===== config.mk =====
export PLATFORM = sky130hd
export DESIGN_NAME = rmd_cfg_regs
export DESIGN_NICKNAME = d
export VERILOG_FILES = /design/src/rtl/core/rect_mask_dilation_macros.svh /design/src/rtl/core/rmd_pkg.sv /design/src/rtl/core/rmd_cfg_regs.sv
export SDC_FILE = /design/constraint.sdc
export NUM_CORES = 1
export LEC_CHECK = 0
export BUFFER_PORTS_ARGS = -buffer_cell sky130_fd_sc_hd__buf_2
export CAP_MARGIN = 0
export CORE_UTILIZATION = 43
export DETAILED_ROUTE_END_ITERATION = 6
export HOLD_SLACK_MARGIN = 0.08
export MAX_ROUTING_LAYER = met4
export PLACE_DENSITY = 0.8
export SYNTH_ARGS = -nofsm -noshare
export SYNTH_HDL_FRONTEND = slang
export SYNTH_SLANG_ARGS = --single-unit

===== constraint.sdc =====
create_clock -name clk_i -period 1.6 [get_ports clk_i]
set_clock_uncertainty 0.05 [all_clocks]
set_input_delay 0.32 -clock clk_i [delete_from_list [all_inputs] [get_ports clk_i]]
set_output_delay 0.32 -clock clk_i [all_outputs]
set_load 0.1 [all_outputs]

===== src/rtl/core/rect_mask_dilation_macros.svh =====
// Assertion helpers for the mask dilation block.
// Compiled out when SYNTHESIS is set.
`ifndef RECT_MASK_DILATION_MACROS_SVH
`define RECT_MASK_DILATION_MACROS_SVH

`ifndef SYNTHESIS

// same-cycle implication
`define RMD_ASSERT_IMP(label, clk, rstn, ante, cons, msg) \
  label: assert property (@(posedge clk) disable iff (!rstn) (ante) |-> (cons)) \
    else $error(msg);

// next-cycle implication
`define RMD_ASSERT_NXT(label, clk, rstn, ante, cons, msg) \
  label: assert property (@(posedge clk) disable iff (!rstn) (ante) |=> (cons)) \
    else $error(msg);

`else

`define RMD_ASSERT_IMP(label, clk, rstn, ante, cons, msg)
`define RMD_ASSERT_NXT(label, clk, rstn, ante, cons, msg)

`endif

`endif


===== src/rtl/core/rmd_pkg.sv =====
package rmd_pkg;

  // mask store geometry
  localparam int MaxWidth  = 256;
  localparam int MaxHeight = 256;

  localparam int RowAw = $clog2(MaxHeight);
  localparam int ColAw = $clog2(MaxWidth);
  // wide enough for sizes, index + radius and the sum of both axes
  localparam int CmpW  = $clog2(MaxWidth + MaxHeight + 512);

  localparam int SizeRegW   = 9;
  localparam int RadiusRegW = 8;
  localparam int IndexW     = 8;
  localparam int ApbAw      = 4;
  localparam int ApbDw      = 32;

  localparam logic [SizeRegW-1:0]   WidthRst  = 9'd256;
  localparam logic [SizeRegW-1:0]   HeightRst = 9'd256;
  localparam logic [RadiusRegW-1:0] TRadRst   = 8'd1;
  localparam logic [RadiusRegW-1:0] FRadRst   = 8'd1;

  typedef enum logic [1:0] {
    REG_MASK_WIDTH  = 2'd0,
    REG_MASK_HEIGHT = 2'd1,
    REG_TIME_RADIUS = 2'd2,
    REG_FREQ_RADIUS = 2'd3
  } cfg_idx_e;

  typedef enum logic {
    CMD_WRITE = 1'b0,
    CMD_READ  = 1'b1
  } cmd_e;

  typedef struct packed {
    logic [SizeRegW-1:0]   mask_width;
    logic [SizeRegW-1:0]   mask_height;
    logic [RadiusRegW-1:0] time_radius;
    logic [RadiusRegW-1:0] freq_radius;
  } cfg_t;

  typedef struct packed {
    logic                we;
    logic                re;
    logic [RowAw-1:0]    addr;
    logic [MaxWidth-1:0] wdata;
  } ram_req_t;

endpackage


===== src/rtl/core/rmd_cfg_regs.sv =====
module rmd_cfg_regs (
  input  logic                         clk_i,
  input  logic                         rst_ni,
  input  logic                         psel,
  input  logic                         penable,
  input  logic                         pwrite,
  input  logic [rmd_pkg::ApbAw-1:0]    paddr,
  input  logic [rmd_pkg::ApbDw-1:0]    pwdata,
  output logic [rmd_pkg::ApbDw-1:0]    prdata,
  output logic                         pready,
  output rmd_pkg::cfg_t                cfg_o
);
  import rmd_pkg::*;

  cfg_t     cfg_q, cfg_d;
  cfg_idx_e idx;
  logic     wr_en;

  assign pready = 1'b1;
  assign idx    = cfg_idx_e'(paddr[3:2]);
  assign wr_en  = psel && penable && pwrite;

  always_comb begin
    cfg_d = cfg_q;
    if (wr_en) begin
      unique case (idx)
        REG_MASK_WIDTH:  cfg_d.mask_width  = pwdata[SizeRegW-1:0];
        REG_MASK_HEIGHT: cfg_d.mask_height = pwdata[SizeRegW-1:0];
        REG_TIME_RADIUS: cfg_d.time_radius = pwdata[RadiusRegW-1:0];
        REG_FREQ_RADIUS: cfg_d.freq_radius = pwdata[RadiusRegW-1:0];
        default: ;
      endcase
    end
  end

  always_comb begin
    unique case (idx)
      REG_MASK_WIDTH:  prdata = ApbDw'(cfg_q.mask_width);
      REG_MASK_HEIGHT: prdata = ApbDw'(cfg_q.mask_height);
      REG_TIME_RADIUS: prdata = ApbDw'(cfg_q.time_radius);
      REG_FREQ_RADIUS: prdata = ApbDw'(cfg_q.freq_radius);
      default:         prdata = '0;
    endcase
  end

  always_ff @(posedge clk_i or negedge rst_ni) begin
    if (!rst_ni) begin
      cfg_q.mask_width  <= WidthRst;
      cfg_q.mask_height <= HeightRst;
      cfg_q.time_radius <= TRadRst;
      cfg_q.freq_radius <= FRadRst;
    end else begin
      cfg_q <= cfg_d;
    end
  end

  assign cfg_o = cfg_q;

endmodule


==> impl_metrics.yaml, run 1 <==
final_layout:
  finalNetCount: 233
  diodes: 0
  fraction_of_layout_instances_using_a_drive_strength_above_1_pct: 83.42
  area_growth_pct: 40.29
  largest_register_ff_count: 34
  final_area_um2: 2522
  utilization_pct: 63.06
drt:
  vias: 1169
  post_route_ant_nets: 0
  finalWirelength_um: 3850
  vias_per_cell: 4.811
  dr_pass1_iterations: 4
  detail_route.wl_per_cell_um: 15.84
  detail_route.drc_violations: 0
  drtIter0Drc: 31
synth:
  synth_compound_gate_area_share_pct: 0
  syn_inst: 113
  synth.avg_cell_area_um2: 15.91
  synth_adder_area_share_pct: 0
  synth_area_leaders: "sky130_fd_sc_hd__dfrtp_1 (42%), sky130_fd_sc_hd__mux2_4 (14%), sky130_fd_sc_hd__buf_4 (10%), sky130_fd_sc_hd__mux2_2 (8.8%), sky130_fd_sc_hd__mux4_2 (6.3%)"
  synth-xor-area-share_pct: 0
  ys_seq_area_share_pct: 47.60
  synth_simple_gate_area_share_pct: 3.619
  dominant_combinational_cell_family_by_area_after_synthesis: "multiplexers"
  cell_type_with_the_highest_aggregate_area_in_the_netlist: "sky130_fd_sc_hd__dfrtp_1"
  post_synth_mux_area_share_pct: 36.05
  synth_largest_type_area_fraction_pct: 41.75
  synth-seq-cells: 34
  yosys_warnings: 0
  synth.lib_cells_used.distinct: 18
  mappedNetlistArea_um2: 1798
status:
  status: "finished with violations"
  violations: "negative setup slack"
placed_design:
  place_congestion: 0.6489
  postPlaceCellArea_um2: 2281
  hpwlAfterDp_um: 2749
  buffer_ports.inserted: 58
  dp_worst_slack_ns: -0.3184
clock_tree:
  clkTransAtPathRegs_ns: 0.07
  cts_sinks: 34
  cts_tree: "done"
  clk_path_buf_depth: 2
  cts_inserted_buffers: 5
  clock_insertion_delay_at_the_later_pin_of_the_skew_report_ns: 0.28
  clk_root_buffer_cell: "sky130_fd_sc_hd__clkbuf_8"
  h-tree-depth: 2
die:
  die_area_um2: 4444
  placeableCoreArea_um2: 4000
  dieHeight_um: 66.67
  floorplan.rows: 23
  floorplan.die.width_um: 66.67
  initial_core_util_pct: 44.95
  io-pin-count: 108
sta:
  timing.final.max_slew_violations: 0
  setup_ws_ns: -0.2229
  rsz_0062_raised_after_global_routing: "yes"
  setup_violations: 9
  fmaxAchievable_mhz: 548.6
  final.period_utilization_pct: 113.9
  post-route-min-period_ns: 1.823
  hold_ws_ns: 0.2373
  final_hold_vio_count: 0
global_routing:
  number_of_antenna_violations_at_the_first_check_in_global_routing: 0
  grt-ovfl-total: 0
  grt_resource_usage_total_pct: 19.81
  first_pass_grt_wire_length_um: 5906
  grt_max_degree: 20
  first_global_vias: 1155
worst_setup_path:
  worst_setup_path_end_kind: "output pin"
  crit_path_max_fanout: 3
  cp_data_required_time_ns: 1.23
  critical_path.startpoint_type: "flip-flop"
  worst-setup-path-type: "reg -> out"
  cp_data_arrival_time_ns: 1.45
job:
  drv.max_cap_violation_count: 0
power:
  reported_leakage_power_nw: 1.167
  power_density_nw_per_um2: 2077
  ir_drop_v: 0.001450
worst_hold_path:
  timing.hold.worst.class: "in -> reg"
[through the flow]
step / instances / setup TNS [ns] / power (mW)
4_1_cts: 243 / -1.849 / 5.224
3_5_place_dp: 228 / -5.212 / 4.441
3_3_place_gp: 228 / -4.653 / 4.391
5_1_grt: 243 / -2.070 / 5.395
6_report: 243 / -1.772 / 5.239
2_1_floorplan: 135 / -1.482 / 3.943
[Yosys cell counts]
cell / instances
sky130_fd_sc_hd__mux4_1: 3
sky130_fd_sc_hd__and3_4: 1
sky130_fd_sc_hd__nand3_4: 1
sky130_fd_sc_hd__nand3b_2: 1
sky130_fd_sc_hd__conb_1: 2
sky130_fd_sc_hd__mux4_2: 5
sky130_fd_sc_hd__mux2i_1: 1
sky130_fd_sc_hd__nor2_1: 1
sky130_fd_sc_hd__buf_6: 3
sky130_fd_sc_hd__dfstp_2: 4
sky130_fd_sc_hd__mux2_1: 3
sky130_fd_sc_hd__nor3b_2: 1
sky130_fd_sc_hd__mux2_2: 14
sky130_fd_sc_hd__and3b_1: 1
sky130_fd_sc_hd__clkbuf_4: 1
sky130_fd_sc_hd__dfrtp_1: 30
sky130_fd_sc_hd__mux2_4: 17
sky130_fd_sc_hd__buf_4: 24
[layout by cell type (no fill, tap or decap), drive strengths merged]
master,n
and3b,1
clkbuf,14
dfstp,4
mux4,8
nor2,1
conb,24
mux2i,1
buf,71
mux2,34
dlygate4sd3,1
nand3b,1
nand3,1
nor3b,1
dfrtp,30
and3,1
[layer usage]
metal | wire length [µm] | global-route usage (%) | share of wire, %
met1 | 1688 | 24.64 | 44
met5 | 0 | - | 0
met4 | 76 | 9.574 | 2.0
met3 | 209 | 4.966 | 5.4
met2 | 1876 | 30.18 | 49
[kinds of logic (layout without fill, tap and decap cells)]
kind of cell           Yosys count  after routing
muxes                           43             43
DFF                             34             34
buffers and inverters           28             86
and+or+nand+nor                  6              6
other                            2             24
[cell type report]
cell class / instances / area, µm²
multi-input combinational: 73 / 812.0
clock buffer: 8 / 80.08
timing repair buffer: 78 / 624.3
fill: 299 / 1478
tap: 50 / 62.56
sequential: 34 / 943.4
[worst max-delay path, cell delays in order (launching register included)]
cell and delay, ns:
sky130_fd_sc_hd__dfrtp_4 0.48, sky130_fd_sc_hd__mux4_2 0.49, sky130_fd_sc_hd__buf_6 0.20
[final timing paths]
check / depth (start not counted) / to / startpoint / slack, ns
worst max register to register: 3 / cfg_o[10] / cfg_o[10] / 0.43
worst min register to register: 1 / cfg_o[22] / cfg_o[22] / 0.48
max in group asynchronous: 3 / cfg_o[4] / rst_ni / 0.44
worst min-delay path: 2 / cfg_o[33] / pwdata[8] / 0.24
min in group asynchronous: 2 / cfg_o[10] / rst_ni / 0.46
worst max-delay path: 2 / prdata[4] / cfg_o[4] / -0.22
[where the power goes]
group,switching [mW],total (mW),internal (mW)
clock,0.284,0.592,0.309
sequential,0.146,1.31,1.16
combinational,2.53,3.34,0.804
[what timing repair did]
| item | in CTS | in global routing |
|---|---|---|
| buffers inserted | 6 | 0 |
| endpoints found under the hold margin | 14 | 0 |
| hold buffers | 1 | 0 |
| pin swaps | 1 | 0 |
| resized for setup | 23 | 10 |
| endpoints found under the setup margin | 10 | 18 |
No activity file was read; power rests on OpenSTA's default activity.
==> run 2, diff against run 1 <==
ABC_AREA = 1   (was default)
CORE_UTILIZATION = 44   (was 43)
==> run 2 against run 1 <==
Effect of this change: the run still ends with negative setup slack left; sequential share of layout area shrank 2.4 points; global-route usage grew 4.8 points; clock power grew 4.4%.
==> impl_metrics.yaml, run 2 <==
status:
  status: "finished with violations"
  violations: "negative setup slack"
sta:
  post-route-min-period_ns: 1.680
  final.period_utilization_pct: 105.0
  setup_ws_ns: -0.07988
  timing.final.max_slew_violations: 0
  final_hold_vio_count: 0
  fmaxAchievable_mhz: 595.3
  rsz_0062_raised_after_global_routing: "yes"
  setup_violations: 4
worst_setup_path:
  crit_path_max_fanout: 2
  critical_path.startpoint_type: "flip-flop"
  worst_setup_path_end_kind: "output pin"
  cp_data_arrival_time_ns: 1.31
  cp_data_required_time_ns: 1.23
  worst-setup-path-type: "reg -> out"
  worst-r2r-cell-count: 3
synth:
  synth.avg_cell_area_um2: 8.293
  ys_seq_area_share_pct: 44.68
  synth.lib_cells_used.distinct: 15
  syn_inst: 231
  postSynth.asyncResetShare_pct: 100.0
  dominant_combinational_cell_family_by_area_after_synthesis: "simple AND/OR/NAND/NOR gates"
  synth.most_common_cell: "sky130_fd_sc_hd__nand2_1"
  mappedNetlistArea_um2: 1916
  synth_largest_type_area_fraction_pct: 39.19
  synth_area_leaders: "sky130_fd_sc_hd__dfrtp_1 (39%), sky130_fd_sc_hd__nand2_1 (22%), sky130_fd_sc_hd__buf_4 (10%), sky130_fd_sc_hd__nand3_1 (6.3%), sky130_fd_sc_hd__dfstp_2 (5.5%)"
  synth_enable_flop_cells: 0
  synth_adder_area_share_pct: 0
  ys_flop_type: "sky130_fd_sc_hd__dfrtp_1"
  synth_compound_gate_area_share_pct: 0
  synth-xor-area-share_pct: 0
  yosys_warnings: 0
  synth_simple_gate_area_share_pct: 42.39
  post_synth_mux_area_share_pct: 0
  cell_type_with_the_highest_aggregate_area_in_the_netlist: "sky130_fd_sc_hd__dfrtp_1"
  synth-seq-cells: 34
  synth.top_cells.by_count: "sky130_fd_sc_hd__nand2_1 (114), sky130_fd_sc_hd__dfrtp_1 (30), sky130_fd_sc_hd__buf_4 (26), sky130_fd_sc_hd__nand3_1 (24), sky130_fd_sc_hd__nand4_1 (8)"
final_layout:
  n_fill_cell: 337
  area_growth_pct: 45.00
  most-common-layout-cells: "sky130_fd_sc_hd__nand2_1 (111), sky130_fd_sc_hd__buf_2 (45), sky130_fd_sc_hd__dfrtp_4 (26)"
  final_common_cell: "sky130_fd_sc_hd__nand2_1"
  largest_register_ff_count: 34
  fin_cells: 356
  finalNetCount: 346
  diodes: 0
  fraction_of_layout_instances_using_a_drive_strength_above_1_pct: 50.33
die:
  die_area_um2: 4621
  initial_core_util_pct: 46.88
  io-pin-count: 108
  dieHeight_um: 67.98
  floorplan.rows: 23
  placeableCoreArea_um2: 4086
  floorplan.die.width_um: 67.98
drt:
  detail_route.drc_violations: 0
  vias: 1772
  finalWirelength_um: 5085
  dr_pass1_iterations: 4
  detail_route.wl_per_cell_um: 14.28
  drtIter0Drc: 165
  post_route_ant_nets: 0
  vias_per_cell: 4.978
placed_design:
  hpwlAfterDp_um: 3557
  place_inst: 344
  buffer_ports.inserted: 58
  place_congestion: 0.8084
power:
  power_switching_mw: 2.739
  post-layout-total-power_mw: 4.733
  combPwrFrac_pct: 58.9
  clock_power_share_pct: 13.1
  reported_leakage_power_nw: 1.483
  ir_drop_v: 0.0009507
  pwr-share-seq_pct: 28.0
  switching_share_of_total_power_pct: 57.87
  power_density_nw_per_um2: 1704
  internal_power_mw: 1.994
clock_tree:
  cts_tree: "done"
  clk_root_buffer_cell: "sky130_fd_sc_hd__clkbuf_8"
  clk_path_buf_depth: 2
  clock_insertion_delay_at_the_later_pin_of_the_skew_report_ns: 0.29
  h-tree-depth: 2
  cts_sinks: 34
  clkTransAtPathRegs_ns: 0.07
  cts_inserted_buffers: 5
global_routing:
  number_of_antenna_violations_at_the_first_check_in_global_routing: 0
  grt_resource_usage_total_pct: 24.63
  first_global_vias: 1615
  grt_max_degree: 35
  first_pass_grt_wire_length_um: 7914
  grt-ovfl-total: 0
job:
  drv.max_cap_violation_count: 0
worst_hold_path:
  timing.hold.worst_path_depth: 3
  timing.hold.worst.class: "in -> reg"
==> run 2: final cells by class <==
type	count	area, µm²	area share (%)
Multi-Input combinational cell	185	1020	36.71
Sequential cell	34	973.4	35.05
Timing Repair Buffer	73	616.8	22.21
Clock buffer	8	80.08	2.883
Tap cell	50	62.56	2.252
Inverter	6	25.02	0.9009
==> run 2: timing repair <==
| action | in CTS | in global routing |
|---|---|---|
| endpoints found under the setup margin | 5 | 9 |
| gates resized for setup | 5 | 1 |
| endpoints found under the hold margin | 30 | 0 |
| buffers inserted | 3 | 0 |
| pin swaps | 5 | 2 |
| hold buffers | 1 | 0 |
==> run 2: metrics by stage <==
stage / utilization [%] / TNS [ns] / setup slack [ns] / instance area (µm²) / hold WS [ns]
6_report: 67.97 / -0.1675 / -0.07988 / 2778 / 0.1861
4_1_cts: 67.88 / -0.1156 / -0.08493 / 2774 / 0.1855
2_1_floorplan: - / -3.161 / -0.4231 / 2226 / -0.02559
3_5_place_dp: 64.70 / -0.02162 / -0.02162 / 2644 / 0.2473
3_3_place_gp: 64.70 / -0.01072 / -0.01072 / 2644 / 0.2425
5_1_grt: 67.97 / -0.3753 / -0.1031 / 2778 / 0.1932
==> run 2: power by group through the flow <==
stage	combinational, mW	clock [mW]	sequential (mW)
3_5_place_dp	2.75	0	1.35
3_3_place_gp	2.72	0	1.34
5_1_grt	2.88	0.669	1.35
6_report	2.79	0.618	1.33
2_1_floorplan	0.906	0	2.63
4_1_cts	2.79	0.622	1.32
==> run 2: cells by family (layout without fill, tap and decap cells) <==
family                 after synthesis  count (layout)
buffers and inverters               34              87
other                                2              24
and+or+nand+nor                    161             161
DFF                                 34              34
==> run 2: per-layer routing <==
layer | part of all wire [%] | global-route usage, % | up-vias
li1 | - | - | 830
met1 | 41 | 31.19 | 836
met2 | 49 | 38.11 | 95
met3 | 8.0 | 6.167 | 11
met4 | 1.7 | 8.594 | 0
met5 | 0 | - | -
==> run 2: worst paths after layout <==
check	start	to	slack, ns
worst max-delay path	cfg_o[8]	prdata[0]	-0.08
worst min-delay path	pwdata[8]	cfg_o[33]	0.19
worst max register to register	cfg_o[0]	cfg_o[0]	0.64
worst min register to register	cfg_o[25]	cfg_o[25]	0.45
max in group asynchronous	rst_ni	cfg_o[0]	0.77
min in group asynchronous	rst_ni	cfg_o[14]	0.47
==> run 2: critical path: stages (launching register included) <==
cell and delay [ns]:
sky130_fd_sc_hd__dfstp_4 0.62, sky130_fd_sc_hd__nand3_2 0.05, sky130_fd_sc_hd__nand4_1 0.16, sky130_fd_sc_hd__buf_12 0.19
